$ cat src/hw/rtl/iol_pkg.sv
// Shared constants, codes and controller/datapath command types for the ordered list.
package iol_pkg;

    localparam int CAPACITY_DEF   = 64;
    localparam int DATA_WIDTH_DEF = 32;

    localparam int KIND_W    = 3;
    localparam int POS_W     = 7;
    localparam int VAL_W     = 32;
    localparam int STATUS_W  = 2;
    localparam int CNT_OUT_W = 7;

    localparam logic [KIND_W-1:0] REQ_INSERT   = 3'd0;
    localparam logic [KIND_W-1:0] REQ_REMOVE   = 3'd1;
    localparam logic [KIND_W-1:0] REQ_READ     = 3'd2;
    localparam logic [KIND_W-1:0] REQ_CONTAINS = 3'd3;
    localparam logic [KIND_W-1:0] REQ_DEDUP    = 3'd4;
    localparam logic [KIND_W-1:0] REQ_CLEAR    = 3'd5;

    localparam logic [STATUS_W-1:0] ST_OK    = 2'd0;
    localparam logic [STATUS_W-1:0] ST_RANGE = 2'd1;
    localparam logic [STATUS_W-1:0] ST_FULL  = 2'd2;

    typedef enum logic [2:0] {
        RD_IDX,
        RD_IDX_M1,
        RD_IDX_P1,
        RD_POS,
        RD_JDX
    } rd_sel_t;

    typedef enum logic [1:0] {
        WR_IDX_RD,
        WR_POS_VAL,
        WR_KEEP_CUR
    } wr_sel_t;

    typedef enum logic [2:0] {
        IDX_HOLD,
        IDX_CNT,
        IDX_POS,
        IDX_ZERO,
        IDX_INC,
        IDX_DEC
    } idx_op_t;

    typedef enum logic [1:0] {
        JDX_HOLD,
        JDX_IDX_P1,
        JDX_INC
    } jdx_op_t;

    typedef enum logic [2:0] {
        CNT_HOLD,
        CNT_INC,
        CNT_DEC,
        CNT_ZERO,
        CNT_KEEP
    } cnt_op_t;

    typedef struct packed {
        logic                req_load;
        logic                rd_en;
        rd_sel_t             rd_sel;
        logic                wr_en;
        wr_sel_t             wr_sel;
        idx_op_t             idx_op;
        jdx_op_t             jdx_op;
        logic                keep_zero;
        logic                keep_inc;
        cnt_op_t             cnt_op;
        logic                cur_load;
        logic                data_load;
        logic                found_set;
        logic                status_set;
        logic [STATUS_W-1:0] status_val;
        logic                out_load;
    } cmd_t;

    typedef struct packed {
        logic [KIND_W-1:0] kind;
        logic              pos_gt_cnt;
        logic              pos_eq_cnt;
        logic              pos_ge_cnt;
        logic              cnt_full;
        logic              cnt_zero;
        logic              idx_p1_lt_cnt;
        logic              idx_p2_lt_cnt;
        logic              idx_m1_eq_pos;
        logic              jdx_p1_lt_cnt;
        logic              rd_eq_val;
        logic              rd_eq_cur;
        logic              out_free;
    } sts_t;

endpackage

$ cat src/hw/rtl/iol_if.sv
// Request and response channel interfaces of the ordered list.
interface iol_req_if import iol_pkg::*; ();
    logic              valid;
    logic              ready;
    logic [KIND_W-1:0] req_type;
    logic [POS_W-1:0]  position;
    logic [VAL_W-1:0]  value;

    modport source (output valid, output req_type, output position, output value,
                    input ready);
    modport sink (input valid, input req_type, input position, input value,
                  output ready);
endinterface

interface iol_rsp_if import iol_pkg::*; ();
    logic                 valid;
    logic                 ready;
    logic [VAL_W-1:0]     data_out;
    logic                 found;
    logic [STATUS_W-1:0]  status;
    logic [CNT_OUT_W-1:0] count;

    modport source (output valid, output data_out, output found, output status,
                    output count, input ready);
    modport sink (input valid, input data_out, input found, input status,
                  input count, output ready);
endinterface

$ cat src/hw/rtl/iol_dp.sv
// Datapath: entry memory, list count, walk indices, comparators and result registers.
module iol_dp import iol_pkg::*; #(
    parameter int CAPACITY   = CAPACITY_DEF,
    parameter int DATA_WIDTH = DATA_WIDTH_DEF
) (
    input  logic                 clk,
    input  logic                 rst_n,
    input  cmd_t                 cmd,
    output sts_t                 sts,
    input  logic [KIND_W-1:0]    req_type,
    input  logic [POS_W-1:0]     req_position,
    input  logic [VAL_W-1:0]     req_value,
    output logic                 rsp_valid,
    input  logic                 rsp_ready,
    output logic [VAL_W-1:0]     rsp_data_out,
    output logic                 rsp_found,
    output logic [STATUS_W-1:0]  rsp_status,
    output logic [CNT_OUT_W-1:0] rsp_count
);

    localparam int ADDR_W = $clog2(CAPACITY);
    localparam int CNT_W  = $clog2(CAPACITY + 1);
    localparam int CMP_W  = (CNT_W > POS_W) ? CNT_W : POS_W;

    logic [DATA_WIDTH-1:0] mem [CAPACITY];
    logic [DATA_WIDTH-1:0] rdata_reg;

    logic [KIND_W-1:0]     kind_reg;
    logic [POS_W-1:0]      pos_reg;
    logic [DATA_WIDTH-1:0] val_reg;
    logic [DATA_WIDTH-1:0] cur_reg;
    logic [CNT_W-1:0]      count_reg, count_next;
    logic [CNT_W-1:0]      idx_reg, idx_next;
    logic [CNT_W-1:0]      jdx_reg, jdx_next;
    logic [CNT_W-1:0]      keep_reg;
    logic [DATA_WIDTH-1:0] data_reg;
    logic                  found_reg;
    logic [STATUS_W-1:0]   status_reg;

    logic                  out_valid_reg;
    logic [VAL_W-1:0]      out_data_reg;
    logic                  out_found_reg;
    logic [STATUS_W-1:0]   out_status_reg;
    logic [CNT_OUT_W-1:0]  out_count_reg;

    logic [ADDR_W-1:0]     rd_addr;
    logic [ADDR_W-1:0]     wr_addr;
    logic [DATA_WIDTH-1:0] wr_data;
    logic [CNT_W-1:0]      idx_m1;
    logic [CNT_W:0]        idx_p1_w, idx_p2_w, jdx_p1_w, count_w;
    logic [CMP_W-1:0]      pos_ext, cnt_ext;

    assign idx_m1   = idx_reg - CNT_W'(1);
    assign idx_p1_w = {1'b0, idx_reg} + (CNT_W+1)'(1);
    assign idx_p2_w = {1'b0, idx_reg} + (CNT_W+1)'(2);
    assign jdx_p1_w = {1'b0, jdx_reg} + (CNT_W+1)'(1);
    assign count_w  = {1'b0, count_reg};
    assign pos_ext  = CMP_W'(pos_reg);
    assign cnt_ext  = CMP_W'(count_reg);

    always_comb
    begin
        case (cmd.rd_sel)
            RD_IDX:    rd_addr = ADDR_W'(idx_reg);
            RD_IDX_M1: rd_addr = ADDR_W'(idx_m1);
            RD_IDX_P1: rd_addr = ADDR_W'(idx_p1_w);
            RD_POS:    rd_addr = ADDR_W'(pos_reg);
            RD_JDX:    rd_addr = ADDR_W'(jdx_reg);
            default:   rd_addr = ADDR_W'(idx_reg);
        endcase
    end

    always_comb
    begin
        case (cmd.wr_sel)
            WR_IDX_RD:
            begin
                wr_addr = ADDR_W'(idx_reg);
                wr_data = rdata_reg;
            end
            WR_POS_VAL:
            begin
                wr_addr = ADDR_W'(pos_reg);
                wr_data = val_reg;
            end
            WR_KEEP_CUR:
            begin
                wr_addr = ADDR_W'(keep_reg);
                wr_data = cur_reg;
            end
            default:
            begin
                wr_addr = ADDR_W'(idx_reg);
                wr_data = rdata_reg;
            end
        endcase
    end

    always_ff @(posedge clk)
    begin
        if (cmd.wr_en)
        begin
            mem[wr_addr] <= wr_data;
        end
        if (cmd.rd_en)
        begin
            rdata_reg <= mem[rd_addr];
        end
    end

    always_comb
    begin
        case (cmd.idx_op)
            IDX_HOLD: idx_next = idx_reg;
            IDX_CNT:  idx_next = count_reg;
            IDX_POS:  idx_next = CNT_W'(pos_reg);
            IDX_ZERO: idx_next = '0;
            IDX_INC:  idx_next = idx_reg + CNT_W'(1);
            IDX_DEC:  idx_next = idx_m1;
            default:  idx_next = idx_reg;
        endcase
    end

    always_comb
    begin
        case (cmd.jdx_op)
            JDX_HOLD:   jdx_next = jdx_reg;
            JDX_IDX_P1: jdx_next = CNT_W'(idx_p1_w);
            JDX_INC:    jdx_next = CNT_W'(jdx_p1_w);
            default:    jdx_next = jdx_reg;
        endcase
    end

    always_comb
    begin
        case (cmd.cnt_op)
            CNT_HOLD: count_next = count_reg;
            CNT_INC:  count_next = count_reg + CNT_W'(1);
            CNT_DEC:  count_next = count_reg - CNT_W'(1);
            CNT_ZERO: count_next = '0;
            CNT_KEEP: count_next = keep_reg;
            default:  count_next = count_reg;
        endcase
    end

    always_ff @(posedge clk or negedge rst_n)
    begin
        if (!rst_n)
        begin
            count_reg     <= '0;
            out_valid_reg <= 1'b0;
        end
        else
        begin
            count_reg <= count_next;
            if (cmd.out_load)
            begin
                out_valid_reg <= 1'b1;
            end
            else if (rsp_ready)
            begin
                out_valid_reg <= 1'b0;
            end
        end
    end

    always_ff @(posedge clk)
    begin
        idx_reg <= idx_next;
        jdx_reg <= jdx_next;
        if (cmd.req_load)
        begin
            kind_reg   <= req_type;
            pos_reg    <= req_position;
            val_reg    <= DATA_WIDTH'(req_value);
            data_reg   <= '0;
            found_reg  <= 1'b0;
            status_reg <= ST_OK;
        end
        else
        begin
            if (cmd.data_load)
            begin
                data_reg <= rdata_reg;
            end
            if (cmd.found_set)
            begin
                found_reg <= 1'b1;
            end
            if (cmd.status_set)
            begin
                status_reg <= cmd.status_val;
            end
        end
        if (cmd.keep_zero)
        begin
            keep_reg <= '0;
        end
        else if (cmd.keep_inc)
        begin
            keep_reg <= keep_reg + CNT_W'(1);
        end
        if (cmd.cur_load)
        begin
            cur_reg <= rdata_reg;
        end
        if (cmd.out_load)
        begin
            out_data_reg   <= VAL_W'(data_reg);
            out_found_reg  <= found_reg;
            out_status_reg <= status_reg;
            out_count_reg  <= CNT_OUT_W'(count_reg);
        end
    end

    assign sts.kind          = kind_reg;
    assign sts.pos_gt_cnt    = pos_ext > cnt_ext;
    assign sts.pos_eq_cnt    = pos_ext == cnt_ext;
    assign sts.pos_ge_cnt    = pos_ext >= cnt_ext;
    assign sts.cnt_full      = count_reg >= CNT_W'(CAPACITY);
    assign sts.cnt_zero      = count_reg == '0;
    assign sts.idx_p1_lt_cnt = idx_p1_w < count_w;
    assign sts.idx_p2_lt_cnt = idx_p2_w < count_w;
    assign sts.idx_m1_eq_pos = CMP_W'(idx_m1) == pos_ext;
    assign sts.jdx_p1_lt_cnt = jdx_p1_w < count_w;
    assign sts.rd_eq_val     = rdata_reg == val_reg;
    assign sts.rd_eq_cur     = rdata_reg == cur_reg;
    assign sts.out_free      = !out_valid_reg || rsp_ready;

    assign rsp_valid    = out_valid_reg;
    assign rsp_data_out = out_data_reg;
    assign rsp_found    = out_found_reg;
    assign rsp_status   = out_status_reg;
    assign rsp_count    = out_count_reg;

endmodule

$ cat src/hw/rtl/iol_ctrl.sv
// Controller: sequences each request as memory reads, writes and index steps.
module iol_ctrl import iol_pkg::*; (
    input  logic clk,
    input  logic rst_n,
    input  logic req_valid,
    output logic req_ready,
    input  sts_t sts,
    output cmd_t cmd
);

    localparam logic [4:0] S_IDLE    = 5'd0;
    localparam logic [4:0] S_DECODE  = 5'd1;
    localparam logic [4:0] S_INS_RD  = 5'd2;
    localparam logic [4:0] S_INS_WR  = 5'd3;
    localparam logic [4:0] S_INS_PUT = 5'd4;
    localparam logic [4:0] S_REM_CAP = 5'd5;
    localparam logic [4:0] S_REM_RD  = 5'd6;
    localparam logic [4:0] S_REM_WR  = 5'd7;
    localparam logic [4:0] S_REM_END = 5'd8;
    localparam logic [4:0] S_RD_CAP  = 5'd9;
    localparam logic [4:0] S_CON_RD  = 5'd10;
    localparam logic [4:0] S_CON_CMP = 5'd11;
    localparam logic [4:0] S_DD_RDI  = 5'd12;
    localparam logic [4:0] S_DD_CUR  = 5'd13;
    localparam logic [4:0] S_DD_RDJ  = 5'd14;
    localparam logic [4:0] S_DD_CMP  = 5'd15;
    localparam logic [4:0] S_DD_KEEP = 5'd16;
    localparam logic [4:0] S_DD_NEXT = 5'd17;
    localparam logic [4:0] S_DD_END  = 5'd18;
    localparam logic [4:0] S_DONE    = 5'd19;

    logic [4:0] state_reg, state_next;

    always_ff @(posedge clk or negedge rst_n)
    begin
        if (!rst_n)
        begin
            state_reg <= S_IDLE;
        end
        else
        begin
            state_reg <= state_next;
        end
    end

    assign req_ready = state_reg == S_IDLE;

    always_comb
    begin
        cmd            = '0;
        cmd.rd_sel     = RD_IDX;
        cmd.wr_sel     = WR_IDX_RD;
        cmd.idx_op     = IDX_HOLD;
        cmd.jdx_op     = JDX_HOLD;
        cmd.cnt_op     = CNT_HOLD;
        cmd.status_val = ST_OK;
        state_next     = state_reg;
        case (state_reg)
            S_IDLE:
            begin
                if (req_valid)
                begin
                    cmd.req_load = 1'b1;
                    state_next   = S_DECODE;
                end
            end
            S_DECODE:
            begin
                case (sts.kind)
                    REQ_INSERT:
                    begin
                        if (sts.pos_gt_cnt)
                        begin
                            cmd.status_set = 1'b1;
                            cmd.status_val = ST_RANGE;
                            state_next     = S_DONE;
                        end
                        else if (sts.cnt_full)
                        begin
                            cmd.status_set = 1'b1;
                            cmd.status_val = ST_FULL;
                            state_next     = S_DONE;
                        end
                        else
                        begin
                            cmd.idx_op = IDX_CNT;
                            state_next = sts.pos_eq_cnt ? S_INS_PUT : S_INS_RD;
                        end
                    end
                    REQ_REMOVE, REQ_READ:
                    begin
                        if (sts.pos_ge_cnt)
                        begin
                            cmd.status_set = 1'b1;
                            cmd.status_val = ST_RANGE;
                            state_next     = S_DONE;
                        end
                        else
                        begin
                            cmd.rd_en  = 1'b1;
                            cmd.rd_sel = RD_POS;
                            cmd.idx_op = IDX_POS;
                            state_next = (sts.kind == REQ_REMOVE) ? S_REM_CAP : S_RD_CAP;
                        end
                    end
                    REQ_CONTAINS:
                    begin
                        cmd.idx_op = IDX_ZERO;
                        state_next = sts.cnt_zero ? S_DONE : S_CON_RD;
                    end
                    REQ_DEDUP:
                    begin
                        cmd.idx_op    = IDX_ZERO;
                        cmd.keep_zero = 1'b1;
                        state_next    = sts.cnt_zero ? S_DONE : S_DD_RDI;
                    end
                    REQ_CLEAR:
                    begin
                        cmd.cnt_op = CNT_ZERO;
                        state_next = S_DONE;
                    end
                    default:
                    begin
                        state_next = S_DONE;
                    end
                endcase
            end
            // move entries up one place, top first
            S_INS_RD:
            begin
                cmd.rd_en  = 1'b1;
                cmd.rd_sel = RD_IDX_M1;
                state_next = S_INS_WR;
            end
            S_INS_WR:
            begin
                cmd.wr_en  = 1'b1;
                cmd.wr_sel = WR_IDX_RD;
                cmd.idx_op = IDX_DEC;
                state_next = sts.idx_m1_eq_pos ? S_INS_PUT : S_INS_RD;
            end
            S_INS_PUT:
            begin
                cmd.wr_en  = 1'b1;
                cmd.wr_sel = WR_POS_VAL;
                cmd.cnt_op = CNT_INC;
                state_next = S_DONE;
            end
            // hold the removed entry, then close the gap
            S_REM_CAP:
            begin
                cmd.data_load = 1'b1;
                state_next    = sts.idx_p1_lt_cnt ? S_REM_RD : S_REM_END;
            end
            S_REM_RD:
            begin
                cmd.rd_en  = 1'b1;
                cmd.rd_sel = RD_IDX_P1;
                state_next = S_REM_WR;
            end
            S_REM_WR:
            begin
                cmd.wr_en  = 1'b1;
                cmd.wr_sel = WR_IDX_RD;
                cmd.idx_op = IDX_INC;
                state_next = sts.idx_p2_lt_cnt ? S_REM_RD : S_REM_END;
            end
            S_REM_END:
            begin
                cmd.cnt_op = CNT_DEC;
                state_next = S_DONE;
            end
            S_RD_CAP:
            begin
                cmd.data_load = 1'b1;
                state_next    = S_DONE;
            end
            S_CON_RD:
            begin
                cmd.rd_en  = 1'b1;
                cmd.rd_sel = RD_IDX;
                state_next = S_CON_CMP;
            end
            S_CON_CMP:
            begin
                if (sts.rd_eq_val)
                begin
                    cmd.found_set = 1'b1;
                    state_next    = S_DONE;
                end
                else
                begin
                    cmd.idx_op = IDX_INC;
                    state_next = sts.idx_p1_lt_cnt ? S_CON_RD : S_DONE;
                end
            end
            // keep an entry only if no later entry matches it
            S_DD_RDI:
            begin
                cmd.rd_en  = 1'b1;
                cmd.rd_sel = RD_IDX;
                state_next = S_DD_CUR;
            end
            S_DD_CUR:
            begin
                cmd.cur_load = 1'b1;
                cmd.jdx_op   = JDX_IDX_P1;
                state_next   = sts.idx_p1_lt_cnt ? S_DD_RDJ : S_DD_KEEP;
            end
            S_DD_RDJ:
            begin
                cmd.rd_en  = 1'b1;
                cmd.rd_sel = RD_JDX;
                state_next = S_DD_CMP;
            end
            S_DD_CMP:
            begin
                if (sts.rd_eq_cur)
                begin
                    state_next = S_DD_NEXT;
                end
                else
                begin
                    cmd.jdx_op = JDX_INC;
                    state_next = sts.jdx_p1_lt_cnt ? S_DD_RDJ : S_DD_KEEP;
                end
            end
            S_DD_KEEP:
            begin
                cmd.wr_en    = 1'b1;
                cmd.wr_sel   = WR_KEEP_CUR;
                cmd.keep_inc = 1'b1;
                state_next   = S_DD_NEXT;
            end
            S_DD_NEXT:
            begin
                cmd.idx_op = IDX_INC;
                state_next = sts.idx_p1_lt_cnt ? S_DD_RDI : S_DD_END;
            end
            S_DD_END:
            begin
                cmd.cnt_op = CNT_KEEP;
                state_next = S_DONE;
            end
            S_DONE:
            begin
                if (sts.out_free)
                begin
                    cmd.out_load = 1'b1;
                    state_next   = S_IDLE;
                end
            end
            default:
            begin
                state_next = S_IDLE;
            end
        endcase
    end

endmodule

$ cat src/hw/rtl/indexed_ordered_list_core.sv
// Top level of the indexed ordered list: controller, datapath and checks.
//
// A bounded list of up to CAPACITY values kept in position order. Requests
// arrive as beats on req (req_type, position, value); each gives exactly one
// beat on rsp (data_out, found, status, count), in request order.
// One request is worked at a time: req.ready is high only while the
// controller is idle, and the entry memory (one read and one write port,
// registered read) sets the pace. The next request is taken on the cycle
// after its result is registered. A result waits in the output register
// while rsp.ready is low; the next request is still accepted and worked,
// and only its own result holds until the register drains. Reset empties
// the list at once and drops any result in flight; the entry memory needs
// no clearing pass.
module indexed_ordered_list_core import iol_pkg::*; #(
    parameter int CAPACITY   = CAPACITY_DEF,
    parameter int DATA_WIDTH = DATA_WIDTH_DEF
) (
    input logic        clk,
    input logic        rst_n,
    iol_req_if.sink    req,
    iol_rsp_if.source  rsp
);

    cmd_t cmd;
    sts_t sts;
    logic req_ready;

    assign req.ready = req_ready;

    iol_ctrl u_ctrl (
        .clk       (clk),
        .rst_n     (rst_n),
        .req_valid (req.valid),
        .req_ready (req_ready),
        .sts       (sts),
        .cmd       (cmd)
    );

    iol_dp #(
        .CAPACITY   (CAPACITY),
        .DATA_WIDTH (DATA_WIDTH)
    ) u_dp (
        .clk          (clk),
        .rst_n        (rst_n),
        .cmd          (cmd),
        .sts          (sts),
        .req_type     (req.req_type),
        .req_position (req.position),
        .req_value    (req.value),
        .rsp_valid    (rsp.valid),
        .rsp_ready    (rsp.ready),
        .rsp_data_out (rsp.data_out),
        .rsp_found    (rsp.found),
        .rsp_status   (rsp.status),
        .rsp_count    (rsp.count)
    );

    a_busy_after_accept: assert property (@(posedge clk) disable iff (!rst_n)
        req.valid && req_ready |=> !req_ready)
        else $error("request taken while the previous one is still at work");

    a_no_write_when_idle: assert property (@(posedge clk) disable iff (!rst_n)
        cmd.wr_en |-> !req_ready)
        else $error("entry memory written while idle");

    a_found_clean: assert property (@(posedge clk) disable iff (!rst_n)
        rsp.valid && rsp.found |-> rsp.status == ST_OK && rsp.data_out == '0)
        else $error("found beat carries a status or data");

    a_full_count: assert property (@(posedge clk) disable iff (!rst_n)
        rsp.valid && rsp.status == ST_FULL |-> rsp.count == CNT_OUT_W'(CAPACITY))
        else $error("full reported below capacity");

endmodule

$ cat src/flat_wrapper.sv
// flat-port wrapper written by rule: the top's interface ports become plain ports
module indexed_ordered_list_core_flat import iol_pkg::*;
#(
    parameter int CAPACITY   = CAPACITY_DEF,
    parameter int DATA_WIDTH = DATA_WIDTH_DEF
)
  (clk, rst_n, req_valid, req_req_type, req_position, req_value, req_ready, rsp_valid, rsp_data_out, rsp_found, rsp_status, rsp_count, rsp_ready);
  iol_req_if req_i ();
  iol_rsp_if rsp_i ();
  input logic clk;
  input logic rst_n;
  input wire logic [$bits(req_i.valid)-1:0] req_valid;
  input wire logic [$bits(req_i.req_type)-1:0] req_req_type;
  input wire logic [$bits(req_i.position)-1:0] req_position;
  input wire logic [$bits(req_i.value)-1:0] req_value;
  output wire logic [$bits(req_i.ready)-1:0] req_ready;
  output wire logic [$bits(rsp_i.valid)-1:0] rsp_valid;
  output wire logic [$bits(rsp_i.data_out)-1:0] rsp_data_out;
  output wire logic [$bits(rsp_i.found)-1:0] rsp_found;
  output wire logic [$bits(rsp_i.status)-1:0] rsp_status;
  output wire logic [$bits(rsp_i.count)-1:0] rsp_count;
  input wire logic [$bits(rsp_i.ready)-1:0] rsp_ready;
  assign req_i.valid = req_valid;
  assign req_i.req_type = req_req_type;
  assign req_i.position = req_position;
  assign req_i.value = req_value;
  assign req_ready = req_i.ready;
  assign rsp_valid = rsp_i.valid;
  assign rsp_data_out = rsp_i.data_out;
  assign rsp_found = rsp_i.found;
  assign rsp_status = rsp_i.status;
  assign rsp_count = rsp_i.count;
  assign rsp_i.ready = rsp_ready;
  indexed_ordered_list_core #(.CAPACITY(CAPACITY), .DATA_WIDTH(DATA_WIDTH)) u_core (.clk(clk), .rst_n(rst_n), .req(req_i), .rsp(rsp_i));
endmodule
$ cat config.mk
export PLATFORM = sky130hd
export DESIGN_NAME = indexed_ordered_list_core_flat
export DESIGN_NICKNAME = d
export VERILOG_FILES = /design/src/hw/rtl/iol_pkg.sv /design/src/hw/rtl/iol_if.sv /design/src/hw/rtl/iol_dp.sv /design/src/hw/rtl/iol_ctrl.sv /design/src/hw/rtl/indexed_ordered_list_core.sv /design/src/flat_wrapper.sv
export SDC_FILE = /design/constraint.sdc
export NUM_CORES = 2
export LEC_CHECK = 0
export ABC_CLOCK_PERIOD_IN_PS = 7250
export CELL_PAD_IN_SITES_DETAIL_PLACEMENT = 0
export CELL_PAD_IN_SITES_GLOBAL_PLACEMENT = 1
export CORE_MARGIN = 2
export CORE_UTILIZATION = 40
export DETAILED_ROUTE_END_ITERATION = 7
export DONT_BUFFER_PORTS = 1
export PLACE_DENSITY = 0.65
export SKIP_LAST_GASP = 1
export SYNTH_ARGS = -nofsm -noshare
export SYNTH_HDL_FRONTEND = slang
export SYNTH_SLANG_ARGS = --single-unit
$ cat constraint.sdc
create_clock -name clk -period 7.25 [get_ports clk]
set_clock_uncertainty 0.15 [all_clocks]
set_input_delay 1.45 -clock clk [delete_from_list [all_inputs] [get_ports clk]]
set_output_delay 1.45 -clock clk [all_outputs]
set_load 0.02 [all_outputs]
==> results.json <==
{
  "worst_pin_slew_ps": 1440,
  "drc_errors": 0,
  "maxSlewHeadroom": 0.0370,
  "power.share.switching": 0.437,
  "slowest_stage": "nor4b_2",
  "io_buffers": 0,
  "grt_use_total": 0.249,
  "synth_seq_cells": 2265,
  "postRouteAntennaNets": 0,
  "die_w_um": 487,
  "cts-root-buf": "clkbuf_16",
  "cts_buffer_depth": 3,
  "cts.hold.buffers_added": 0,
  "leakage_nw": 35.9,
  "drive_above_1_share": 0.113,
  "stdcell_area_mm2": 0.105,
  "hold_ws_ps": 82.3,
  "seq_area_mm2": 0.0675,
  "max_freq_mhz": 160,
  "synthTopCellsByArea": "edfxtp_1 71%, mux2i_1 6.8%, nand2_1 4.0%, a211oi_1 2.8%, nand3_1 2.1%",
  "outcome": "finished clean",
  "synth_edf_count": 2210,
  "cts_sinks": 2265,
  "vdd_ir_drop_max_mv": 0.511,
  "ios": 90,
  "die_h_um": 487,
  "grt_max_degree": 114,
  "cts_tree": "built",
  "multi_input_area_mm2": 0.0239,
  "min_period_ps": 6270,
  "hpwl_um": 178000,
  "drt_iter0_markers": 7078,
  "synth_top_area_frac": 0.713,
  "async_reset_ff_frac": 0.00574,
  "p_sw_mw": 24.5,
  "grt_pass1_vias": 54600,
  "yosysSeqAreaShare": 0.725,
  "fin_total_pwr_mw": 56.1,
  "placed_cells": 9237,
  "synthesis.nets": 6441,
  "vias_per_cell": 5.93,
  "worstPathArrival_ps": 6770,
  "reg2reg_slack_ps": 980,
  "cts_buffers": 228,
  "critPathKind": "flip-flop to flip-flop",
  "internal_power_mw": 31.6,
  "worst_path_largest_cell_delay_ps": 860,
  "grt-ovfl-total": 0,
  "power_frac_clock": 0.206,
  "drv_slew": 0,
  "startpoint_type": "flip-flop",
  "finish.utilization": 0.454,
  "row_count": 177,
  "regMostFlops": "u_core.u_dp.mem",
  "clk_latency_ps": 910,
  "dieArea_mm2": 0.237,
  "setup_viol": 0,
  "final.setup.tns_ps": 0,
  "p_comb_frac": 0.461,
  "synth_cell_types": 77,
  "cp.required_ps": 7760,
  "yosys_warnings": 0,
  "power_density_mw_per_mm2": 532,
  "clkTransAtPathRegs_ps": 70,
  "cts_max_level": 4,
  "vias": 57300,
  "synth_flop_cell": "edfxtp_1",
  "synthMostInstantiatedCell": "edfxtp_1",
  "largest_reg_flops": 2048,
  "crit_family": "compound AO/OA/AOI/OAI gates",
  "synthToLayoutAreaGrowth_pct": 13.1,
  "p_seq_frac": 0.333,
  "nNetsFinal": 6509,
  "antenna_found_initial": 8,
  "routed_wl_um": 301000,
  "crit_chain": "buf_4, nor3_1, nand2_1, nor4b_2, a22o_4, buf_12, buf_4, mux2i_1, mux2i_1, a2111oi_0, a211oi_1, o211a_1",
  "path_buf_inv": 3,
  "netlist_instances": 6356,
  "synth_area_per_cell_um2": 14.7,
  "fin_cells": 9663,
  "postPlaceCellArea_mm2": 0.0981,
  "post-synth-top-area-cell": "edfxtp_1",
  "dp_slack_ps": 1070,
  "min_period_over_period": 0.864,
  "nFillCells": 20300,
  "timing.final.ws_setup_ps": 984,
  "min_path_type": "primary input to asynchronous set/reset pin",
  "wl_per_cell_um": 31.1,
  "first_pass_iters": 6,
  "cp_max_fo": 41,
  "cts_setup_buffers": 0,
  "grt_pass1_wl_um": 422000,
  "gp_congestion": 0.908,
  "ctsResizeCount": 0,
  "netlist_area_mm2": 0.0931,
  "initial_core_util": 0.401,
  "synth_common_cells": "2210 x edfxtp_1, 997 x nand2_1, 631 x mux2i_1",
  "placeableCoreArea_mm2": 0.232,
  "cp-end-kind": "flip-flop",
  "hold_violations": 0,
  "maxCapViolations": 0,
  "rsz0062_at_grt": "false"
}
-- cell usage in the layout (no fill, tap or decap), drive strengths merged, types with 36 or more instances in the layout --
cell / count
mux2: 53
nand2: 997
a221oi: 36
inv: 169
clkinv: 110
a31oi: 64
clkbuf: 285
xnor2: 49
a311oi: 70
mux2i: 631
nand3: 384
dfxtp: 42
o21ai: 43
o221ai: 65
a21oi: 152
ha: 38
a211oi: 344
xor2: 48
nor2: 137
edfxtp: 2210
buf: 251
a22oi: 56
-- per-layer routing --
metal  global-route usage  vias to the layer above  routed length [um]
met1                0.343                    29600              126000
met4                0.100                        0               12700
li1                     -                    24600                   -
met2                0.393                     2588              139000
met3               0.0420                      515               23200
met5                    0                        -                   0
-- cell type report --
cell class	count	share of cell area
inverters	160	0.00570
well taps	3043	0.0361
diodes	3	0.0000713
flip-flops and latches	2265	0.641
multi-input cells	3518	0.227
repair buffers	251	0.0212
clock inverters	138	0.0122
clock buffers	285	0.0566
-- worst register-to-register path, delay by kind of cell, from the launching register on --
family                 cells  cell delay [ps]
AOI/OAI and AO/OA          4             2170
and+or+nand+nor            3             1890
buffers and inverters      3             1050
DFF                        1              390
muxes                      2              380
-- final timing paths --
path | end | start | cells past startpoint
worst max-delay path | u_core.u_dp.rdata_reg[18]$_DFFE_PP_ | u_core.u_ctrl.state_reg[3]$_DFFE_PN0P_ | 12
worst min register to register | u_core.u_dp.rsp_data_out[9]$_DFFE_PP_ | u_core.u_dp.data_reg[9]$_SDFFE_PP0P_ | 0
min in group clk | u_core.u_dp.rsp_data_out[9]$_DFFE_PP_ | u_core.u_dp.data_reg[9]$_SDFFE_PP0P_ | 0
max in group asynchronous | u_core.u_dp.cnt_ext[5]$_DFFE_PN0P_ | rst_n | 0
worst max register to register | u_core.u_dp.rdata_reg[18]$_DFFE_PP_ | u_core.u_ctrl.state_reg[3]$_DFFE_PN0P_ | 12
worst min-delay path | u_core.u_ctrl.state_reg[1]$_DFFE_PN0P_ | rst_n | 0
-- power groups by stage --
stage / logic, mW / clock network [mW] / registers, mW
after floorplan: 14.8 / 0 / 18.6
after global placement: 25.4 / 0 / 18.9
after detailed placement: 25.5 / 0 / 18.9
after CTS: 25.6 / 11.7 / 18.6
after global routing: 27.1 / 12.2 / 18.7
final: 25.8 / 11.6 / 18.7
-- cells by family after synthesis --
family / share of synthesized area
mux: 0.0742
compound gates: 0.0836
fa+ha+maj: 0.00532
xor+xnor: 0.0101
simple gates: 0.0752
buf+inv: 0.0264
flops: 0.725
No activity file was read; power rests on OpenSTA's default activity.
